<file path="src/hw/rtl/deadlock_detection_check_assert.svh">
// assertion macros for the deadlock detection check
// expects clk and arst_n in the scope where a macro is used
`ifndef DEADLOCK_DETECTION_CHECK_ASSERT_SVH
`define DEADLOCK_DETECTION_CHECK_ASSERT_SVH

// same-cycle implication, disabled during reset
`define DLC_ASSERT_IMP(label, ante, cons, msg) \
	label: assert property (@(posedge clk) disable iff (!arst_n) (ante) |-> (cons)) \
		else $error(msg);

// next-cycle implication, disabled during reset
`define DLC_ASSERT_NXT(label, ante, cons, msg) \
	label: assert property (@(posedge clk) disable iff (!arst_n) (ante) |=> (cons)) \
		else $error(msg);

`endif

</file>
<file path="src/hw/rtl/dlc_pkg.sv">
// shared constants for the deadlock detection check
// no dependencies
package dlc_pkg;

	localparam int NUM_PROCS_DEF = 4;
	localparam int NUM_RES_DEF   = 4;
	localparam int UNIT_BITS_DEF = 8;

	localparam int OP_W    = 2;
	localparam int IDX_W   = 2;
	localparam int VALUE_W = 8;
	localparam int MASK_W  = 4;
	localparam int TOTAL_W = 64;

	localparam logic [OP_W-1:0] OP_WR_ALLOC = 2'd0;
	localparam logic [OP_W-1:0] OP_WR_REQ   = 2'd1;
	localparam logic [OP_W-1:0] OP_CHECK    = 2'd2;

endpackage

</file>
<file path="src/hw/rtl/dlc_in_if.sv">
// input word channel: entry writes and check requests
// depends on dlc_pkg
interface dlc_in_if;
	logic                         valid;
	logic                         ready;
	logic [dlc_pkg::OP_W-1:0]     operation;
	logic [dlc_pkg::IDX_W-1:0]    proc_index;
	logic [dlc_pkg::IDX_W-1:0]    res_index;
	logic [dlc_pkg::VALUE_W-1:0]  entry_value;

	modport source (output valid, operation, proc_index, res_index, entry_value, input ready);
	modport sink (input valid, operation, proc_index, res_index, entry_value, output ready);
endinterface

</file>
<file path="src/hw/rtl/dlc_out_if.sv">
// result word channel: outcome of one check
// depends on dlc_pkg
interface dlc_out_if;
	logic                        valid;
	logic                        ready;
	logic                        over_allocated;
	logic                        deadlock_free;
	logic [dlc_pkg::MASK_W-1:0]  finished_mask;

	modport source (output valid, over_allocated, deadlock_free, finished_mask, input ready);
	modport sink (input valid, over_allocated, deadlock_free, finished_mask, output ready);
endinterface

</file>
<file path="src/hw/rtl/deadlock_detection_check.sv">
// deadlock detection check: allocation/request stores and the check sequencer
// depends on dlc_pkg, dlc_in_if, dlc_out_if, deadlock_detection_check_assert.svh
//
// channel   dir   handshake      word
// item      in    valid/ready    operation, proc_index, res_index, entry_value
// result    out   valid/ready    over_allocated, deadlock_free, finished_mask
// cfg       in    cfg_we         cfg_data (total units, packed per resource)
//
// an entry write is stored when it is accepted; a new word is taken every cycle while idle
// a check walks both row memories one process a cycle: a summing pass over the
// allocations, then NUM_PROCS passes over the requests, skipped when over-allocated
// item.ready is low during a check; a result not yet taken holds the next check
// reset clears both stores at once through per-row valid bits, no clearing pass
`include "deadlock_detection_check_assert.svh"

module deadlock_detection_check #(
	parameter int NUM_PROCS = dlc_pkg::NUM_PROCS_DEF,
	parameter int NUM_RES   = dlc_pkg::NUM_RES_DEF,
	parameter int UNIT_BITS = dlc_pkg::UNIT_BITS_DEF
) (
	input  logic                          clk,
	input  logic                          arst_n,
	input  logic                          cfg_we,
	input  logic [dlc_pkg::TOTAL_W-1:0]   cfg_data,
	dlc_in_if.sink                        item,
	dlc_out_if.source                     result
);

	localparam int PW    = (NUM_PROCS > 1) ? $clog2(NUM_PROCS) : 1;
	localparam int ROW_W = NUM_RES * UNIT_BITS;
	localparam int AW    = UNIT_BITS + PW + 2;
	localparam int FW    = NUM_PROCS + dlc_pkg::MASK_W;
	localparam logic [PW-1:0] LAST_P = PW'(NUM_PROCS - 1);

	localparam logic [2:0] ST_IDLE     = 3'd0;
	localparam logic [2:0] ST_SUM      = 3'd1;
	localparam logic [2:0] ST_SUM_WAIT = 3'd2;
	localparam logic [2:0] ST_EVAL     = 3'd3;
	localparam logic [2:0] ST_RUN      = 3'd4;
	localparam logic [2:0] ST_RUN_WAIT = 3'd5;
	localparam logic [2:0] ST_DONE     = 3'd6;

	logic [2:0]                    state_q;
	logic [PW-1:0]                 cnt_q;
	logic [PW-1:0]                 pass_q;
	logic [dlc_pkg::TOTAL_W-1:0]   total_q;

	logic [ROW_W-1:0]              alloc_mem [NUM_PROCS];
	logic [ROW_W-1:0]              req_mem [NUM_PROCS];
	logic [NUM_PROCS-1:0]          alloc_vld_q;
	logic [NUM_PROCS-1:0]          req_vld_q;
	logic [ROW_W-1:0]              alloc_rd_s1;
	logic [ROW_W-1:0]              req_rd_s1;
	logic                          rdv_s1;
	logic [PW-1:0]                 rdp_s1;

	logic signed [AW-1:0]          avail_q [NUM_RES];
	logic [NUM_PROCS-1:0]          fin_q;
	logic                          over_q;

	logic                          out_v_q;
	logic                          out_over_q;
	logic                          out_free_q;
	logic [dlc_pkg::MASK_W-1:0]    out_mask_q;

	logic                          item_acc;
	logic                          is_check;
	logic                          wr_ok;
	logic                          alloc_we;
	logic                          req_we;
	logic [PW-1:0]                 wr_addr;
	logic [NUM_RES-1:0]            wsel;
	logic [UNIT_BITS-1:0]          wval;
	logic [UNIT_BITS-1:0]          tot [NUM_RES];
	logic [UNIT_BITS-1:0]          tot_sel;
	logic                          rd_en;
	logic                          sum_ph;
	logic                          run_ph;
	logic [ROW_W-1:0]              arow;
	logic [ROW_W-1:0]              rrow;
	logic                          fits;
	logic                          row_idle;
	logic                          take;
	logic                          avail_neg;
	logic                          out_load;
	logic [FW-1:0]                 fin_ext;

	assign item.ready = (state_q == ST_IDLE);
	assign item_acc   = item.valid && item.ready;
	assign is_check   = (item.operation == dlc_pkg::OP_CHECK);
	assign wr_addr    = PW'(item.proc_index);
	assign wval       = UNIT_BITS'(item.entry_value);

	always_comb begin
		tot_sel = '0;
		for (int j = 0; j < NUM_RES; j++) begin
			tot[j]  = total_q[j*UNIT_BITS +: UNIT_BITS];
			wsel[j] = (int'(item.res_index) == j);
			if (wsel[j]) tot_sel = tot[j];
		end
	end

	// out-of-range indexes and values too wide for a unit are dropped, as are allocations above the total
	assign wr_ok = item_acc
		&& ((item.operation == dlc_pkg::OP_WR_ALLOC) || (item.operation == dlc_pkg::OP_WR_REQ))
		&& (int'(item.proc_index) < NUM_PROCS) && (int'(item.res_index) < NUM_RES)
		&& ((item.entry_value >> UNIT_BITS) == '0);
	assign alloc_we = wr_ok && (item.operation == dlc_pkg::OP_WR_ALLOC) && (wval <= tot_sel);
	assign req_we   = wr_ok && (item.operation == dlc_pkg::OP_WR_REQ);

	assign rd_en  = (state_q == ST_SUM) || (state_q == ST_RUN);
	assign sum_ph = (state_q == ST_SUM) || (state_q == ST_SUM_WAIT);
	assign run_ph = (state_q == ST_RUN) || (state_q == ST_RUN_WAIT);

	// a row written into an invalid slot gets zeros in every other entry
	always_ff @(posedge clk) begin
		for (int j = 0; j < NUM_RES; j++) begin
			if (alloc_we && wsel[j])
				alloc_mem[wr_addr][j*UNIT_BITS +: UNIT_BITS] <= wval;
			else if (alloc_we && !alloc_vld_q[wr_addr])
				alloc_mem[wr_addr][j*UNIT_BITS +: UNIT_BITS] <= '0;
			if (req_we && wsel[j])
				req_mem[wr_addr][j*UNIT_BITS +: UNIT_BITS] <= wval;
			else if (req_we && !req_vld_q[wr_addr])
				req_mem[wr_addr][j*UNIT_BITS +: UNIT_BITS] <= '0;
		end
	end

	always_ff @(posedge clk) begin
		if (rd_en) begin
			alloc_rd_s1 <= alloc_mem[cnt_q];
			req_rd_s1   <= req_mem[cnt_q];
		end
	end

	// valid bits are looked at when the data is used, so a clear from the
	// previous process is already seen
	always_comb begin
		arow     = alloc_vld_q[rdp_s1] ? alloc_rd_s1 : '0;
		rrow     = req_vld_q[rdp_s1] ? req_rd_s1 : '0;
		row_idle = (arow == '0) && (rrow == '0);
		fits     = 1'b1;
		avail_neg = 1'b0;
		for (int j = 0; j < NUM_RES; j++) begin
			if (avail_q[j] < $signed(AW'(rrow[j*UNIT_BITS +: UNIT_BITS]))) fits = 1'b0;
			if (avail_q[j][AW-1]) avail_neg = 1'b1;
		end
		take = fits && !row_idle && !fin_q[rdp_s1];
	end

	always_ff @(posedge clk) begin
		for (int j = 0; j < NUM_RES; j++) begin
			if (item_acc && is_check)
				avail_q[j] <= $signed(AW'(tot[j]));
			else if (rdv_s1 && sum_ph)
				avail_q[j] <= avail_q[j] - $signed(AW'(arow[j*UNIT_BITS +: UNIT_BITS]));
			else if (rdv_s1 && run_ph && take)
				avail_q[j] <= avail_q[j] + $signed(AW'(arow[j*UNIT_BITS +: UNIT_BITS]));
		end
	end

	assign out_load = (state_q == ST_DONE) && (!out_v_q || result.ready);
	assign fin_ext  = FW'(fin_q);

	always_ff @(posedge clk or negedge arst_n) begin
		if (!arst_n) begin
			state_q     <= ST_IDLE;
			cnt_q       <= '0;
			pass_q      <= '0;
			total_q     <= '0;
			alloc_vld_q <= '0;
			req_vld_q   <= '0;
			rdv_s1      <= 1'b0;
			rdp_s1      <= '0;
			fin_q       <= '0;
			over_q      <= 1'b0;
			out_v_q     <= 1'b0;
			out_over_q  <= 1'b0;
			out_free_q  <= 1'b0;
			out_mask_q  <= '0;
		end else begin
			if (cfg_we) total_q <= cfg_data;
			if (alloc_we) alloc_vld_q[wr_addr] <= 1'b1;
			if (req_we) req_vld_q[wr_addr] <= 1'b1;

			rdv_s1 <= rd_en;
			rdp_s1 <= cnt_q;

			if (rdv_s1 && run_ph) begin
				if (row_idle || take) fin_q[rdp_s1] <= 1'b1;
				if (take) begin
					alloc_vld_q[rdp_s1] <= 1'b0;
					req_vld_q[rdp_s1]   <= 1'b0;
				end
			end

			if (out_load) out_v_q <= 1'b1;
			else if (out_v_q && result.ready) out_v_q <= 1'b0;

			case (state_q)
				ST_IDLE: begin
					if (item_acc && is_check) begin
						fin_q   <= '0;
						over_q  <= 1'b0;
						cnt_q   <= '0;
						state_q <= ST_SUM;
					end
				end
				ST_SUM: begin
					if (cnt_q == LAST_P) begin
						cnt_q   <= '0;
						state_q <= ST_SUM_WAIT;
					end else begin
						cnt_q <= cnt_q + 1'b1;
					end
				end
				ST_SUM_WAIT: begin
					state_q <= ST_EVAL;
				end
				ST_EVAL: begin
					if (avail_neg) begin
						over_q  <= 1'b1;
						state_q <= ST_DONE;
					end else begin
						cnt_q   <= '0;
						pass_q  <= '0;
						state_q <= ST_RUN;
					end
				end
				ST_RUN: begin
					if (cnt_q == LAST_P) begin
						cnt_q <= '0;
						if (pass_q == LAST_P) state_q <= ST_RUN_WAIT;
						else pass_q <= pass_q + 1'b1;
					end else begin
						cnt_q <= cnt_q + 1'b1;
					end
				end
				ST_RUN_WAIT: begin
					state_q <= ST_DONE;
				end
				ST_DONE: begin
					if (out_load) begin
						out_over_q <= over_q;
						out_free_q <= !over_q && (&fin_q);
						out_mask_q <= over_q ? '0 : fin_ext[dlc_pkg::MASK_W-1:0];
						state_q    <= ST_IDLE;
					end
				end
				default: begin
					state_q <= ST_IDLE;
				end
			endcase
		end
	end

	assign result.valid          = out_v_q;
	assign result.over_allocated = out_over_q;
	assign result.deadlock_free  = out_free_q;
	assign result.finished_mask  = out_mask_q;

	`DLC_ASSERT_IMP(a_result_from_done, $rose(out_v_q), $past(state_q) == ST_DONE,
		"result raised outside done")
	`DLC_ASSERT_IMP(a_run_avail_nonneg, run_ph, !avail_neg,
		"available units negative during passes")
	`DLC_ASSERT_NXT(a_check_starts_sum, item_acc && is_check, state_q == ST_SUM,
		"check did not start summing")
	`DLC_ASSERT_IMP(a_over_clears_fields, out_v_q && out_over_q,
		!out_free_q && (out_mask_q == '0), "over-allocated result carries a mask")

endmodule
</file>
<file path="src/flat_wrapper.sv">
// flat-port wrapper written by rule: the top's interface ports become plain ports
module deadlock_detection_check_flat 
#(
	parameter int NUM_PROCS = dlc_pkg::NUM_PROCS_DEF,
	parameter int NUM_RES   = dlc_pkg::NUM_RES_DEF,
	parameter int UNIT_BITS = dlc_pkg::UNIT_BITS_DEF
)
  (clk, arst_n, cfg_we, cfg_data, item_valid, item_operation, item_proc_index, item_res_index, item_entry_value, item_ready, result_valid, result_over_allocated, result_deadlock_free, result_finished_mask, result_ready);
  dlc_in_if item_i ();
  dlc_out_if result_i ();
  input  logic clk;
  input  logic arst_n;
  input  logic cfg_we;
  input  logic [dlc_pkg::TOTAL_W-1:0] cfg_data;
  input wire logic [$bits(item_i.valid)-1:0] item_valid;
  input wire logic [$bits(item_i.operation)-1:0] item_operation;
  input wire logic [$bits(item_i.proc_index)-1:0] item_proc_index;
  input wire logic [$bits(item_i.res_index)-1:0] item_res_index;
  input wire logic [$bits(item_i.entry_value)-1:0] item_entry_value;
  output wire logic [$bits(item_i.ready)-1:0] item_ready;
  output wire logic [$bits(result_i.valid)-1:0] result_valid;
  output wire logic [$bits(result_i.over_allocated)-1:0] result_over_allocated;
  output wire logic [$bits(result_i.deadlock_free)-1:0] result_deadlock_free;
  output wire logic [$bits(result_i.finished_mask)-1:0] result_finished_mask;
  input wire logic [$bits(result_i.ready)-1:0] result_ready;
  assign item_i.valid = item_valid;
  assign item_i.operation = item_operation;
  assign item_i.proc_index = item_proc_index;
  assign item_i.res_index = item_res_index;
  assign item_i.entry_value = item_entry_value;
  assign item_ready = item_i.ready;
  assign result_valid = result_i.valid;
  assign result_over_allocated = result_i.over_allocated;
  assign result_deadlock_free = result_i.deadlock_free;
  assign result_finished_mask = result_i.finished_mask;
  assign result_i.ready = result_ready;
  deadlock_detection_check #(.NUM_PROCS(NUM_PROCS), .NUM_RES(NUM_RES), .UNIT_BITS(UNIT_BITS)) u_core (.clk(clk), .arst_n(arst_n), .cfg_we(cfg_we), .cfg_data(cfg_data), .item(item_i), .result(result_i));
endmodule
</file>
<file path="config.mk">
export PLATFORM = sky130hd
export DESIGN_NAME = deadlock_detection_check_flat
export DESIGN_NICKNAME = d
export VERILOG_FILES = /design/src/hw/rtl/dlc_pkg.sv /design/src/hw/rtl/dlc_in_if.sv /design/src/hw/rtl/dlc_out_if.sv /design/src/hw/rtl/deadlock_detection_check.sv /design/src/flat_wrapper.sv
export VERILOG_INCLUDE_DIRS = /design/src /design/src/hw/rtl
export SDC_FILE = /design/constraint.sdc
export NUM_CORES = 1
export LEC_CHECK = 0
export BUFFER_PORTS_ARGS = -buffer_cell sky130_fd_sc_hd__buf_4
export CORE_MARGIN = 2
export CORE_UTILIZATION = 30
export CTS_BUF_LIST = sky130_fd_sc_hd__clkbuf_8
export DETAILED_ROUTE_END_ITERATION = 7
export HOLD_SLACK_MARGIN = 0.06
export PLACE_DENSITY = 0.56
export SLEW_MARGIN = 20
export SYNTH_ARGS = -nofsm -noshare
export SYNTH_HDL_FRONTEND = slang
export SYNTH_SLANG_ARGS = --single-unit
</file>
<file path="constraint.sdc">
create_clock -name clk -period 6.4 [get_ports clk]
set_input_delay 0.32 -clock clk [delete_from_list [all_inputs] [get_ports clk]]
set_output_delay 0.32 -clock clk [all_outputs]
set_load 0.02 [all_outputs]
</file>
==> Implementation_results.wiki <==
{| class="wikitable"
! Metric !! Value
|-
| Result of the run || completed
|-
| Final total negative setup slack || 0 ns
|-
| Rel. slew slack || 34.3%
|-
| Leak Pwr || 8.70 nW
|-
| Mapped Avg Cell Area || 13.9 µm²
|-
| Netlist area before placement || 20800 µm²
|-
| Number of storage elements in the synthesis netlist || 430
|-
| Highest ir drop seen on vdd || 260 µV
|-
| Kind of end point of the critical path || flip-flop
|-
| Mean number of vias per cell || 5.04
|-
| Maximum operating frequency || 176 MHz
|-
| Number of nets in the layout || 1808
|-
| Area delta synth->final || 15.5%
|-
| Internal Dissipation || 6.66 mW
|-
| Worst Hold Margin || 0.119 ns
|-
| Slew Limit Fails || 0
|-
| Switch share || 37.3%
|-
| Std cell rows || 96
|-
| Post-placement cell area || 22300 µm²
|-
| Number of resized instances in the post-cts repair step || 0
|-
| Layout Utilization || 35.0%
|-
| Register clock-pin slew on the reported worst setup and hold paths || 0.06 ns
|-
| RSZ-0062 raised after global routing || no
|-
| Post-DR wirelength/cell || 20.9 µm
|-
| Power Density || 441 nW/µm²
|-
| Kind of start point of the critical path || flip-flop
|-
| Buffer type at the clock tree root || sky130_fd_sc_hd__clkbuf_8
|-
| Non-Filler Instances || 2602
|-
| Worst-path fanout max || 24
|-
| First-pass GRT wire length || 81400 µm
|-
| Number of nets in the synthesized netlist || 1689
|-
| Yosys cell types || 70
|-
| Class of the most critical setup path || flip-flop to flip-flop
|-
| Initial core utilization || 30.3%
|-
| Syn. warnings || 0
|-
| Number of filler instances in the final layout || 6698
|-
| Post-route ant nets || 0
|-
| Post-synth EDFFs || 368
|-
| Number of sinks driven by the clock tree || 430
|-
| Clk_skew || 0.0324 ns
|-
| Commonest non-fill, non-tap cells in the layout || sky130_fd_sc_hd__edfxtp_1 (368), sky130_fd_sc_hd__nor2_1 (108), sky130_fd_sc_hd__nand2_1 (102)
|-
| Chip Height || 268 µm
|-
| Placeable core region || 68700 µm²
|-
| Worst skew pair latency || 0.67 ns
|-
| Fraction of final layout cells sized beyond drive strength 1 || 17.9%
|-
| Portion of the post-synthesis area used by sequential elements || 60.5%
|-
| Largest net degree at the start of global routing || 68
|-
| Pre-Repair DR Iteration Count || 5
|-
| Number of max-capacitance violations reported || 0
|-
| Input/output buffers || 58
|-
| Final Cycle Share || 88.9%
|-
| Portion of total power attributed to the clock network || 23.0%
|-
| Combinational group share of total power || 37.4%
|-
| Antenna violations before repair || 4
|-
| Data required time of the critical path || 6.90 ns
|-
| 1st-iter DRT viols || 1001
|-
| Net Switching || 3.96 mW
|-
| Slew of the pin with the lowest slew margin || 0.982 ns
|-
| Most common cell after layout, fill and taps aside || sky130_fd_sc_hd__edfxtp_1
|-
| Instance count after placement with tap cells included || 2438
|-
| Final critical delay including setup and external delays || 5.69 ns
|-
| FFs w/ async S/R, synth || 14.4%
|-
| Width of the chip || 268 µm
|-
| Synthesized instance count || 1501
|-
| Estimated wirelength of the detail-placed design || 37300 µm
|-
| Drt drc || 0
|-
| Placer Congestion || 0.834
|-
| Finished layout cell area || 24100 µm²
|-
| Io pins || 91
|-
| Register share of total power || 39.5%
|-
| Detailed Route WL || 54500 µm
|-
| Worst Path Arrival || 6.19 ns
|-
| Total global routing overflow || 0
|-
| Main flop type after synthesis || sky130_fd_sc_hd__edfxtp_1
|-
| CTS tree || built
|-
| Vias in the first global route || 13.2k
|-
| Count of endpoints failing setup in the final report || 0
|-
| Clock buffers created by TritonCTS || 77
|-
| Path class of the lowest-slack min-delay path || input port to flip-flop
|-
| Number of levels the H-tree was split into || 3
|-
| Detailed-route via count || 13.1k
|-
| Final Hold Violating Endpoints || 0
|-
| DIE AREA || 71600 µm²
|-
| Clock buffer depth || 3
|-
| Global routing usage summed across all routing layers || 15.3%
|}
## cell usage after synthesis, drive strengths merged, types with 7 or more instances
library cell	number	share of area, %
a211oi	7	0.25
a21o	18	0.65
a21oi	67	1.6
a22o	14	0.59
a22oi	10	0.38
a2bb2oi	7	0.29
a311oi	9	0.38
a31oi	11	0.33
and2	68	2.0
buf	18	0.39
clkbuf	48	0.86
dfrtp	62	7.4
edfxtp	368	53
fa	7	0.67
ha	98	5.9
inv	69	1.2
mux2	34	1.8
mux4	77	8.3
nand2	102	1.8
nand2b	12	0.36
nand3	14	0.34
nand4	8	0.24
nor2	109	2.0
nor2b	24	0.72
nor3	18	0.43
nor3b	8	0.29
nor4	21	0.63
o21a	7	0.25
o21ai	38	0.91
o21bai	10	0.36
o22a	13	0.55
o22ai	18	0.54
xnor2	12	0.50
xor2	9	0.38
## final timing paths
check | start | endpoint | slack (ns) | cells past startpoint
worst max-delay path | u_core.rdp_s1[1] | u_core.avail_q[2][11] | 0.71 | 19
worst min-delay path | item_entry_value[0] | u_core.alloc_mem[3][24] | 0.12 | 2
worst max register to register | u_core.rdp_s1[1] | u_core.avail_q[2][11] | 0.71 | 19
worst min register to register | u_core.pass_q[1] | u_core.pass_q[1] | 0.50 | 2
max in group asynchronous | arst_n | u_core.cnt_q[0] | 5.46 | 2
min in group asynchronous | arst_n | u_core.result.finished_mask[3] | 0.31 | 2
## final cells by class
| cell class | instances | area (µm²) | area share, % |
|---|---|---|---|
| Clock buffer | 85 | 1170 | 4.86 |
| Inverter | 69 | 259 | 1.08 |
| Tap cell | 931 | 1160 | 4.84 |
| Timing Repair Buffer | 106 | 881 | 3.66 |
| Sequential cell | 430 | 12600 | 52.4 |
| Clock inverter | 44 | 264 | 1.10 |
| Multi-Input combinational cell | 936 | 7730 | 32.1 |
| Antenna cell | 1 | 2.50 | 0.0104 |
## cell families (layout without fill, tap and decap cells)
logic type | after synthesis | count (layout) | synth area share, %
AOI/OAI and AO/OA | 275 | 275 | 9.13
xor gates and xnor gates | 21 | 21 | 0.883
adders and majority gates | 105 | 105 | 6.56
buffers and inverters | 135 | 304 | 2.50
DFF | 430 | 430 | 60.5
muxes | 113 | 113 | 10.3
other | 0 | 1 | 0
and+or+nand+nor | 422 | 422 | 10.2
## stage by stage
step           worst slack [ns]  power, mW
2_1_floorplan             0.988       7.03
3_3_place_gp              0.887       8.08
3_5_place_dp              0.786       8.17
4_1_cts                   0.759       10.7
5_1_grt                   0.322       11.3
6_report                  0.713       10.6
## timing repair
action / CTS / global route
endpoints found under the hold margin: 95 / 0
buffers inserted: 0 / 0
hold buffers: 34 / 0
## sequential cells by signal, summed over array words and instances (netlist names), 4 cells and up
signal and cells:
u_core.result.finished_mask 4, u_core.avail_q 48, u_core.req_vld_q 4, u_core.req_mem 128, u_core.req_rd_s1 32, u_core.fin_q 4
u_core.total_q 32, u_core.alloc_mem 128, u_core.alloc_vld_q 4, u_core.alloc_rd_s1 32
## power groups by stage
stage	logic (mW)	registers, mW	clock network, mW
detailed placement	3.92	4.25	0
CTS	3.97	4.20	2.52
finish	3.98	4.20	2.45
global placement	3.84	4.25	0
floorplan	3.08	3.95	0
global route	4.43	4.26	2.63
## per-layer routing
metal / global-route usage, % / vias up / routed length (µm)
met2: 24.6 / 392 / 25500
li1: - / 6006 / -
met5: 0 / - / 0
met1: 21.0 / 6671 / 24500
met4: 4.59 / 0 / 968
met3: 2.99 / 53 / 3500
## critical path, stage by stage, from the launching register on
cell,delay (ns)
sky130_fd_sc_hd__dfrtp_1,0.52
sky130_fd_sc_hd__mux4_2,0.61
sky130_fd_sc_hd__nand2_1,0.14
sky130_fd_sc_hd__ha_1,0.32
sky130_fd_sc_hd__nand4_1,0.14
sky130_fd_sc_hd__a311oi_1,0.28
sky130_fd_sc_hd__nor3_1,0.14
sky130_fd_sc_hd__a311oi_1,0.50
sky130_fd_sc_hd__and4_1,0.41
sky130_fd_sc_hd__a21oi_1,0.08
sky130_fd_sc_hd__a311oi_1,0.47
sky130_fd_sc_hd__ha_1,0.36
sky130_fd_sc_hd__nor3_1,0.20
sky130_fd_sc_hd__nor2_1,0.06
sky130_fd_sc_hd__a31oi_1,0.25
sky130_fd_sc_hd__nor2b_1,0.09
sky130_fd_sc_hd__o21a_1,0.19
sky130_fd_sc_hd__o41ai_1,0.33
sky130_fd_sc_hd__xor2_1,0.21
sky130_fd_sc_hd__mux2i_1,0.20
Note: power is estimated with default switching activity, not from simulation.
